==> config.mk <==
export PLATFORM = sky130hd
export DESIGN_NAME = fcc_core
export DESIGN_NICKNAME = d
export VERILOG_FILES = /design/src/rtl/fcc_pkg.sv /design/src/rtl/fcc_core.sv
export SDC_FILE = /design/constraint.sdc
export NUM_CORES = 1
export LEC_CHECK = 0
export ABC_CLOCK_PERIOD_IN_PS = 4000
export BUFFER_PORTS_ARGS = -buffer_cell sky130_fd_sc_hd__buf_2
export CAP_MARGIN = 20
export CORE_MARGIN = 2
export CORE_UTILIZATION = 55
export CTS_CLUSTER_DIAMETER = 80
export DETAILED_ROUTE_END_ITERATION = 8
export PLACE_DENSITY = 0.88
export SETUP_SLACK_MARGIN = 0.2
export SYNTH_ARGS = -nofsm -noshare
export SYNTH_HDL_FRONTEND = slang
export SYNTH_SLANG_ARGS = --single-unit
export TNS_END_PERCENT = 1
==> constraint.sdc <==
create_clock -name clk -period 4 [get_ports clk]
set_clock_uncertainty 0.1 [all_clocks]
set_input_delay 0.4 -clock clk [delete_from_list [all_inputs] [get_ports clk]]
set_output_delay 0.4 -clock clk [all_outputs]
set_load 0.01 [all_outputs]
==> src/rtl/fcc_pkg.sv <==
// Shared types and constants for the framed CRC-16-CCITT checker.
// No dependencies; every other file imports this package.
`default_nettype none
package fcc_pkg;

  localparam int unsigned BYTE_W = 8;
  localparam int unsigned CRC_W  = 16;
  localparam int unsigned CNT_W  = 3;

  localparam logic [CRC_W-1:0] CRC_POLY     = 16'h1021;
  localparam logic [CRC_W-1:0] CRC_SEED_RST = 16'h0000;

  // bytes seen before the current one: CRC runs from the fourth byte on,
  // the count stops at four
  localparam logic [CNT_W-1:0] CNT_CRC_START = 3'd3;
  localparam logic [CNT_W-1:0] CNT_SAT       = 3'd4;

  typedef enum logic [1:0] {
    ST_OK       = 2'd0,
    ST_MISMATCH = 2'd1,
    ST_SHORT    = 2'd2
  } status_t;

  typedef struct packed {
    logic [BYTE_W-1:0] data_byte;
    logic              last_byte;
  } item_t;

  typedef struct packed {
    status_t           status;
    logic [CRC_W-1:0]  computed_crc;
    logic [CRC_W-1:0]  received_crc;
  } res_t;

  // handshake between the input stage and the core
  typedef struct packed {
    logic  valid;
    logic  advance;
  } stage_ctl_t;

endpackage
`default_nettype wire

==> src/rtl/fcc_core.sv <==
// Frame state, CRC byte step and end-of-frame compare.
// Depends on fcc_pkg.
`default_nettype none
module fcc_core import fcc_pkg::*; (
  input  wire logic             clk,
  input  wire logic             rst_n,
  input  wire stage_ctl_t       ctl,
  input  wire item_t            item,
  input  wire logic             seed_we,
  input  wire logic [CRC_W-1:0] seed_wdata,
  output logic                  res_valid,
  output res_t                  res
);

  logic [CRC_W-1:0]  seed_r;
  logic [CRC_W-1:0]  crc_r,  crc_nxt;
  logic [BYTE_W-1:0] win0_r, win0_nxt;
  logic [BYTE_W-1:0] win1_r, win1_nxt;
  logic [CNT_W-1:0]  cnt_r,  cnt_nxt;
  logic [CRC_W-1:0]  crc_cur;
  logic [CRC_W-1:0]  rx_crc;

  // MSB-first byte update, eight shift/xor steps
  function automatic logic [CRC_W-1:0] crc_byte(input logic [CRC_W-1:0] crc,
                                                input logic [BYTE_W-1:0] b);
    logic [CRC_W-1:0] c;
    c = crc ^ {b, {(CRC_W-BYTE_W){1'b0}}};
    for (int k = 0; k < BYTE_W; k++) begin
      c = c[CRC_W-1] ? ((c << 1) ^ CRC_POLY) : (c << 1);
    end
    return c;
  endfunction

  // start byte reloads the seed
  assign crc_cur = (cnt_r == '0) ? seed_r : crc_r;
  assign rx_crc  = {win0_r, win1_r};

  always_comb begin
    res_valid        = ctl.advance && item.last_byte;
    res.status       = ST_SHORT;
    res.computed_crc = '0;
    res.received_crc = '0;
    if (cnt_r >= CNT_CRC_START) begin
      res.status       = (crc_cur == rx_crc) ? ST_OK : ST_MISMATCH;
      res.computed_crc = crc_cur;
      res.received_crc = rx_crc;
    end
  end

  always_comb begin
    crc_nxt  = crc_r;
    win0_nxt = win0_r;
    win1_nxt = win1_r;
    cnt_nxt  = cnt_r;
    if (ctl.advance) begin
      if (item.last_byte) begin
        crc_nxt  = seed_r;
        win0_nxt = '0;
        win1_nxt = '0;
        cnt_nxt  = '0;
      end else begin
        crc_nxt  = (cnt_r >= CNT_CRC_START) ? crc_byte(crc_cur, win0_r) : crc_cur;
        win0_nxt = win1_r;
        win1_nxt = item.data_byte;
        cnt_nxt  = (cnt_r < CNT_SAT) ? cnt_r + 1'b1 : cnt_r;
      end
    end
  end

  always_ff @(posedge clk) begin
    if (!rst_n) begin
      seed_r <= CRC_SEED_RST;
      crc_r  <= CRC_SEED_RST;
      win0_r <= '0;
      win1_r <= '0;
      cnt_r  <= '0;
    end else begin
      if (seed_we) begin
        seed_r <= seed_wdata;
      end
      crc_r  <= crc_nxt;
      win0_r <= win0_nxt;
      win1_r <= win1_nxt;
      cnt_r  <= cnt_nxt;
    end
  end

endmodule
`default_nettype wire

---- Yosys cells after proc, flatten, opt, wreduce, memory -nomap -nowiden ----
Index checks and enable logic that the tools add are counted.
word-level totals
  logic and storage cells ................. 39
  output and inout bits ................... 35
  input bits .............................. 30
  register bits after elaboration ......... 51
operators by class
  add/subtract/negate cells ............... 1
  bitwise operators ....................... 9
  reductions and logical operators ........ 4
  mux-type cells .......................... 17
  order comparisons ....................... 2
  equality and inequality tests ........... 1
operators by type and width
  operator                                                                             count
  13-bit 2-to-1 mux                                                                    8
  16-bit 2-to-1 mux                                                                    3
  34-bit 2-to-1 mux                                                                    1
  3-bit inverter                                                                       8
  16-bit equality test                                                                 1
  8-bit 2-to-1 mux                                                                     2
  16-bit XOR                                                                           1
  3-bit 2-to-1 mux                                                                     2
  3-bit by 1-bit adder with 3-bit output, second input constant                        1
  3-bit by 2-bit greater-or-equal comparator with 1-bit output, second input constant  1
  3-bit zero test                                                                      1
  3-bit < comparator, second input constant                                            1
  2-bit AND reduction                                                                  1
  2-bit nonzero test                                                                   1
  1-bit logical AND                                                                    1
  1-bit 2-to-1 mux                                                                     1

---- Depth between registers and ports, before layout ----
Gate-level depths: netlist of run 1.
  depth in word-level cells ............... 21
  mapped depth ............................ 11
  gate-level depth less buffers ........... 9

---- Worst setup path before layout of run 1 ----
OpenSTA, ideal clock, no wires.
  kind .................................... register to output
  start ................................... reg cnt_r[0]
  end ..................................... out res[31] (netlist bit)
  cell stages (with the launch flop) ...... 9
  setup slack ............................. 1.633 ns
  path buffers ............................ 2
  arrival ................................. 1.867 ns
  path through ............................ dfxtp_1 > ha_1 > ha_1 > nor2_1 > o21ai_1 > inv_1 > clkbuf_1 > buf_1 > nor2_1
RTL lines
  item                    line            source
  start, declared         fcc_core.sv:19  logic [CNT_W-1:0] cnt_r, cnt_nxt;
  start signal, assigned  fcc_core.sv:84  cnt_r <= cnt_nxt;
  end, declared           fcc_core.sv:12  output res_t res

==> results of run 1 <==
==> flip-flops by register name, indices dropped and copies added, names as in the netlist <==
register and count:
win1_r 8, seed_r 16, crc_r 16, cnt_r 3, win0_r 8
==> worst max-delay path, stage by stage, from the launching register on <==
cell and delay [ns]:
dfxtp_1 0.38, inv_1 0.07, ha_1 0.25, nand2b_4 0.39
nor2_1 0.09, a21oi_1 0.39, xor2_1 0.18, nand4_1 0.13
nor2_1 0.14, a31oi_1 0.13, buf_2 0.17
==> final timing paths <==
check        depth (start not counted)                     end  slack [ns]                   start
max reg2reg                          9   crc_r[8]$_SDFFE_PN0P_        1.41   cnt_r[0]$_SDFFE_PN0P_
min                                  3  win1_r[5]$_SDFFE_PN0P_        0.24                 item[6]
min reg2reg                          2   crc_r[1]$_SDFFE_PN0P_        0.42  seed_r[1]$_SDFFE_PN0P_
max                                 10                 res[32]        0.85   cnt_r[0]$_SDFFE_PN0P_
==> synthesized netlist by cell type, types with 4 or more instances <==
cell type,n
a21oi_1,28
and2_1,10
clkbuf_1,19
dfxtp_1,51
inv_1,16
mux2i_1,21
mux2i_4,6
nand2_1,20
nand2b_1,4
nand3b_1,9
nor2_1,33
nor2b_1,43
o211ai_1,9
o21ai_0,10
o22ai_1,8
xnor2_1,15
xnor2_2,6
xnor2_4,4
xor2_1,12
==> through the flow <==
| step | setup WS, ns | hold slack (ns) | instance area, sq um | instances |
|---|---|---|---|---|
| floorplan | 1.63 | 0.367 | 3210 | 361 |
| finish | 0.855 | 0.243 | 3670 | 485 |
| global route | 0.630 | 0.246 | 3670 | 485 |
| detailed placement | 1.24 | 0.402 | 3530 | 477 |
| global placement | 1.30 | 0.398 | 3530 | 477 |
| CTS | 0.882 | 0.238 | 3670 | 485 |
==> cell families after synthesis <==
kind of cell / synth area share (%)
AOI/OAI and AO/OA: 13.9
xor gates and xnor gates: 13.8
adders and majority gates: 1.17
buffers and inverters: 5.84
DFF: 31.8
muxes: 12.0
and+or+nand+nor: 21.5
==> final cells by class <==
class	instances	area [sq um]
inverters	16	60.1
multi-input cells	269	2000
repair buffers	69	360
fillers	463	1910
clock buffers	6	72.6
well taps	72	90.1
flip-flops and latches	51	1020
clock inverters	2	60.1
==> placed cells by master, fill, tap and decap left out, drive strengths merged, types with 3 or more instances in the layout <==
| cell type | netlist | final |
|---|---|---|
| buf | 6 | 69 |
| dfxtp | 51 | 51 |
| nor2b | 43 | 43 |
| nor2 | 33 | 33 |
| mux2i | 30 | 30 |
| a21oi | 29 | 29 |
| xnor2 | 25 | 25 |
| nand2 | 20 | 20 |
| inv | 16 | 16 |
| xor2 | 12 | 12 |
| o21ai | 11 | 11 |
| and2 | 10 | 10 |
| nand3b | 9 | 9 |
| o211ai | 9 | 9 |
| o22ai | 8 | 8 |
| clkbuf | 19 | 6 |
| nand2b | 5 | 5 |
| nand3 | 3 | 3 |
| ha | 3 | 3 |
| a221oi | 3 | 3 |
==> routing by layer <==
metal | wire [microns] | share of wire, %
met1 | 3360 | 45
met2 | 3380 | 46
met3 | 543 | 7.4
met4 | 104 | 1.4
met5 | 0 | 0
==> power groups by stage <==
stage / Clock [mW] / Combinational, mW / Sequential [mW]
after floorplan: 0 / 0.194 / 0.563
after CTS: 0.429 / 0.240 / 0.558
final: 0.419 / 0.241 / 0.558
after detailed placement: 0 / 0.238 / 0.570
after global routing: 0.452 / 0.265 / 0.562
after global placement: 0 / 0.233 / 0.568
==> impl_metrics.env, run 1 <==
export IMPL_gp_congestion=0.869
export IMPL_hp_class="input pin to flip-flop"
export IMPL_setup_violations=0
export IMPL_timing_final_crit_share_pct=78.6
export IMPL_fp_coreArea_sq_mm=0.00557
export IMPL_powerDensity_mw_per_mm2=332
export IMPL_gr_usage_all_layers_pct=24.8
export IMPL_cts_tree="yes"
export IMPL_maxSlewViolCount=0
export IMPL_route_detailed_drc=0
export IMPL_drt_iter0_drc=251
export IMPL_top_usage_layer="met2"
export IMPL_ys_seq_area_share_pct=31.8
export IMPL_fmax_ghz=0.318
export IMPL_ioPinCount=65
export IMPL_yosysTopAreaCell="dfxtp_1"
export IMPL_yosysWarnings=0
export IMPL_diodes=0
export IMPL_synthesis_area_sq_mm=0.00321
export IMPL_fin_tns_setup_ns=0
export IMPL_finalCriticalPeriod_ns=3.15
export IMPL_final_nets=445
export IMPL_place_port_buffers=63
export IMPL_slew_headroom_pct=51.1
export IMPL_maxCapViolations=0
export IMPL_start_util_pct=57.6
export IMPL_p_clk_share_pct=34.4
export IMPL_met2_usage_pct=38.9
export IMPL_routed_wl_microns=7390
export IMPL_cp_end_kind="primary output"
export IMPL_cts_htree_levels=2
export IMPL_p_leak_nw=1.47
export IMPL_drive_gt1_share_pct=24.2
export IMPL_cp_max_fo=19
export IMPL_synth_edff_count=0
export IMPL_syn_area_per_cell_sq_um=8.90
export IMPL_grt_max_degree=62
export IMPL_synthTopCellsByArea="dfxtp_1 32%, nor2b_1 8.4%, mux2i_1 6.5%, a21oi_1 4.4%, mux2i_4 4.2%"
export IMPL_post_drt_wl_per_cell_microns=15.2
export IMPL_synthArstFlopShare_pct=0
export IMPL_arrival_ns=2.65
export IMPL_ys_types=41
export IMPL_power_mw=1.22
export IMPL_p_seq_share_pct=45.8
export IMPL_clk_path_buf_depth=2
export IMPL_ant_nets=0
export IMPL_synth_main_ff_cell="dfxtp_1"
export IMPL_post_cts_buffers=0
export IMPL_power_internal_mw=0.896
export IMPL_drt_pass1_iterations=5
export IMPL_hold_buffers=0
export IMPL_syn_to_final_growth_pct=14.2
export IMPL_path_clk_slew_ns=0.09
export IMPL_routed_via_density=5.63
export IMPL_status="completed"
export IMPL_clock_sinks=51
export IMPL_dieArea_sq_mm=0.00647
export IMPL_hold_violations=0
export IMPL_combPwrFrac_pct=19.8
export IMPL_synth_nets=394
export IMPL_synth_cells=361
export IMPL_grt_pass1_wl_microns=12500
export IMPL_swShare_pct=26.5
export IMPL_synth_top_cell_area_share_pct=31.8
export IMPL_post_cts_resized=0
export IMPL_worstSetupPathType="flip-flop to primary output"
export IMPL_die_w_microns=80.4
export IMPL_die_y_microns=80.4
export IMPL_use_met1_pct=34.5
export IMPL_dp_hpwl_microns=5130
export IMPL_switchingPower_mw=0.323
export IMPL_ir_worst_vdd_uv=217
export IMPL_cts_buffers=5
export IMPL_antenna_found_initial=0
export IMPL_crit_required_ns=3.50
export IMPL_overflow=0
export IMPL_worst_slew_pin_slew_ns=0.734
export IMPL_cts_root_buf="clkbuf_8"
export IMPL_grt_pass1_vias=2581
export IMPL_rsz0062_at_grt="false"
export IMPL_num_vias=2730
export IMPL_grt_util_met3_pct=5.28
export IMPL_ys_seq_elements=51
export IMPL_row_count=27
export IMPL_clock_latency_ns=0.30
export IMPL_startpoint_type="flip-flop"
export IMPL_final_core_util_pct=65.8
(Power assumes the default switching activity.)
==> run 2: changes to the inputs <==
--- a/config.mk
+++ b/config.mk
@@ -5,7 +5,7 @@
 export SDC_FILE = /design/constraint.sdc
 export NUM_CORES = 1
 export LEC_CHECK = 0
-export ABC_CLOCK_PERIOD_IN_PS = 4000
+export ABC_CLOCK_PERIOD_IN_PS = 3200
 export BUFFER_PORTS_ARGS = -buffer_cell sky130_fd_sc_hd__buf_2
 export CAP_MARGIN = 20
 export CORE_MARGIN = 2
==> constraint.sdc (replaced) <==
create_clock -name clk -period 3.2 [get_ports clk]
set_clock_uncertainty 0.1 [all_clocks]
set_input_delay 0.32 -clock clk [delete_from_list [all_inputs] [get_ports clk]]
set_output_delay 0.32 -clock clk [all_outputs]
set_load 0.01 [all_outputs]
==> impl_metrics.env, run 2 (same netlist as run 1, synthesis figures left out) <==
export IMPL_status="completed"
export IMPL_route_detailed_drc=0
export IMPL_grt_pass1_wl_microns=12800
export IMPL_ir_worst_vdd_uv=279
export IMPL_setup_ws_ns=0.349
export IMPL_fin_hold_ws_ns=0.162
export IMPL_p_leak_nw=1.50
export IMPL_grt_max_degree=62
export IMPL_clk_path_buf_depth=2
export IMPL_place_port_buffers=63
export IMPL_mostFrequentLayoutCell="buf_2"
export IMPL_clock_sinks=51
export IMPL_ant_nets=0
export IMPL_hp_class="input pin to flip-flop"
export IMPL_p_seq_share_pct=48.9
export IMPL_routed_via_density=5.55
export IMPL_swShare_pct=29.0
export IMPL_diodes=0
export IMPL_row_count=27
export IMPL_gr_usage_all_layers_pct=25.5
export IMPL_p_clk_share_pct=28.8
export IMPL_cp_end_kind="primary output"
export IMPL_arrival_ns=2.43
export IMPL_syn_to_final_growth_pct=15.7
export IMPL_drt_pass1_iterations=4
export IMPL_gp_congestion=0.919
export IMPL_antenna_found_initial=0
export IMPL_clock_latency_ns=0.31
export IMPL_powerDensity_mw_per_mm2=386
export IMPL_power_internal_mw=1.02
export IMPL_final_core_util_pct=66.7
export IMPL_dp_hpwl_microns=5440
export IMPL_largestRegisters="crc_r x16, seed_r x16"
export IMPL_path_clk_slew_ns=0.09
export IMPL_rsz0062_at_grt="false"
export IMPL_start_util_pct=57.6
export IMPL_finalCriticalPeriod_ns=2.85
export IMPL_maxSlewViolCount=0
export IMPL_crit_required_ns=2.78
export IMPL_dieArea_sq_mm=0.00647
export IMPL_hold_violations=0
export IMPL_drt_iter0_drc=296
export IMPL_fp_coreArea_sq_mm=0.00557
export IMPL_worstSetupPathType="flip-flop to primary output"
export IMPL_cp_max_fo=8
export IMPL_cts_tree="yes"
export IMPL_ioPinCount=65
export IMPL_post_drt_wl_per_cell_microns=15.9
export IMPL_slew_headroom_pct=48.7
export IMPL_cts_htree_levels=2
export IMPL_combPwrFrac_pct=22.3
export IMPL_fillerInstances=449
export IMPL_num_vias=2736
export IMPL_routed_wl_microns=7830
export IMPL_drive_gt1_share_pct=25.7
export IMPL_final_nets=453
export IMPL_fin_tns_setup_ns=0
export IMPL_cts_buffers=5
export IMPL_overflow=0
export IMPL_startpoint_type="flip-flop"
export IMPL_post_place_ws_ns=0.530
export IMPL_timing_final_crit_share_pct=89.1
export IMPL_grt_pass1_vias=2581
export IMPL_fmax_ghz=0.351
export IMPL_maxCapViolations=0
export IMPL_setup_violations=0
export IMPL_final_cell_mix="63 x buf_2, 51 x dfxtp_1, 43 x nor2b_1, 33 x nor2_1, 28 x a21oi_1"
export IMPL_switchingPower_mw=0.416
export IMPL_power_mw=1.43
export IMPL_die_w_microns=80.4
export IMPL_cts_root_buf="clkbuf_8"
export IMPL_worst_slew_pin_slew_ns=0.770
export IMPL_die_y_microns=80.4
run 2: final cells by class:
class	count	area (sq um)	area share [%]
multi-input cells	269	2010	54.1
flip-flops and latches	51	1020	27.5
repair buffers	77	433	11.6
clock buffers	8	100	2.69
well taps	72	90.1	2.42
inverters	16	60.1	1.62
run 2: per-stage QoR:
step | cells | cell area, sq um
after global placement | 479 | 3550
after CTS | 493 | 3710
final | 493 | 3720
after detailed placement | 479 | 3550
after floorplan | 361 | 3210
after global routing | 493 | 3720
run 2: final timing paths:
path                                        startpoint                endpoint  slack (ns)  cells past startpoint
worst max-delay path             cnt_r[0]$_SDFFE_PN0P_                 res[32]        0.35                      9
worst min-delay path                           item[6]  win1_r[5]$_SDFFE_PN0P_        0.16                      3
worst max register to register   cnt_r[0]$_SDFFE_PN0P_   crc_r[8]$_SDFFE_PN0P_        0.74                     10
worst min register to register  seed_r[1]$_SDFFE_PN0P_   crc_r[1]$_SDFFE_PN0P_        0.42                      2
run 2: critical path, cell delays in order, from the launching register on:
cell	delay, ns
dfxtp_1	0.38
inv_1	0.08
ha_1	0.25
nand2b_4	0.16
buf_12	0.15
mux2i_2	0.34
xnor2_2	0.14
nor4_1	0.31
a31oi_1	0.13
buf_2	0.18
run 2: power groups by stage:
stage / sequential, mW / clock (mW) / combinational [mW]
6_report: 0.700 / 0.413 / 0.320
5_1_grt: 0.704 / 0.449 / 0.346
4_1_cts: 0.699 / 0.416 / 0.316
3_5_place_dp: 0.714 / 0 / 0.303
3_3_place_gp: 0.711 / 0 / 0.293
2_1_floorplan: 0.704 / 0 / 0.243
run 2: timing repair:
item / 4_1_cts / 5_1_grt
pin swaps: 0 / 0
setup buffers: 6 / 0
hold buffers: 0 / 0
endpoints found under the setup margin: 1 / 1
resized for setup: 0 / 1
run 2: layer usage:
layer	track usage, %	routed length (microns)	vias up
li1	-	-	1336
met1	35.1	3450	1273
met2	39.8	3610	113
met3	4.49	615	14
met4	9.32	153	0
met5	0	0	-
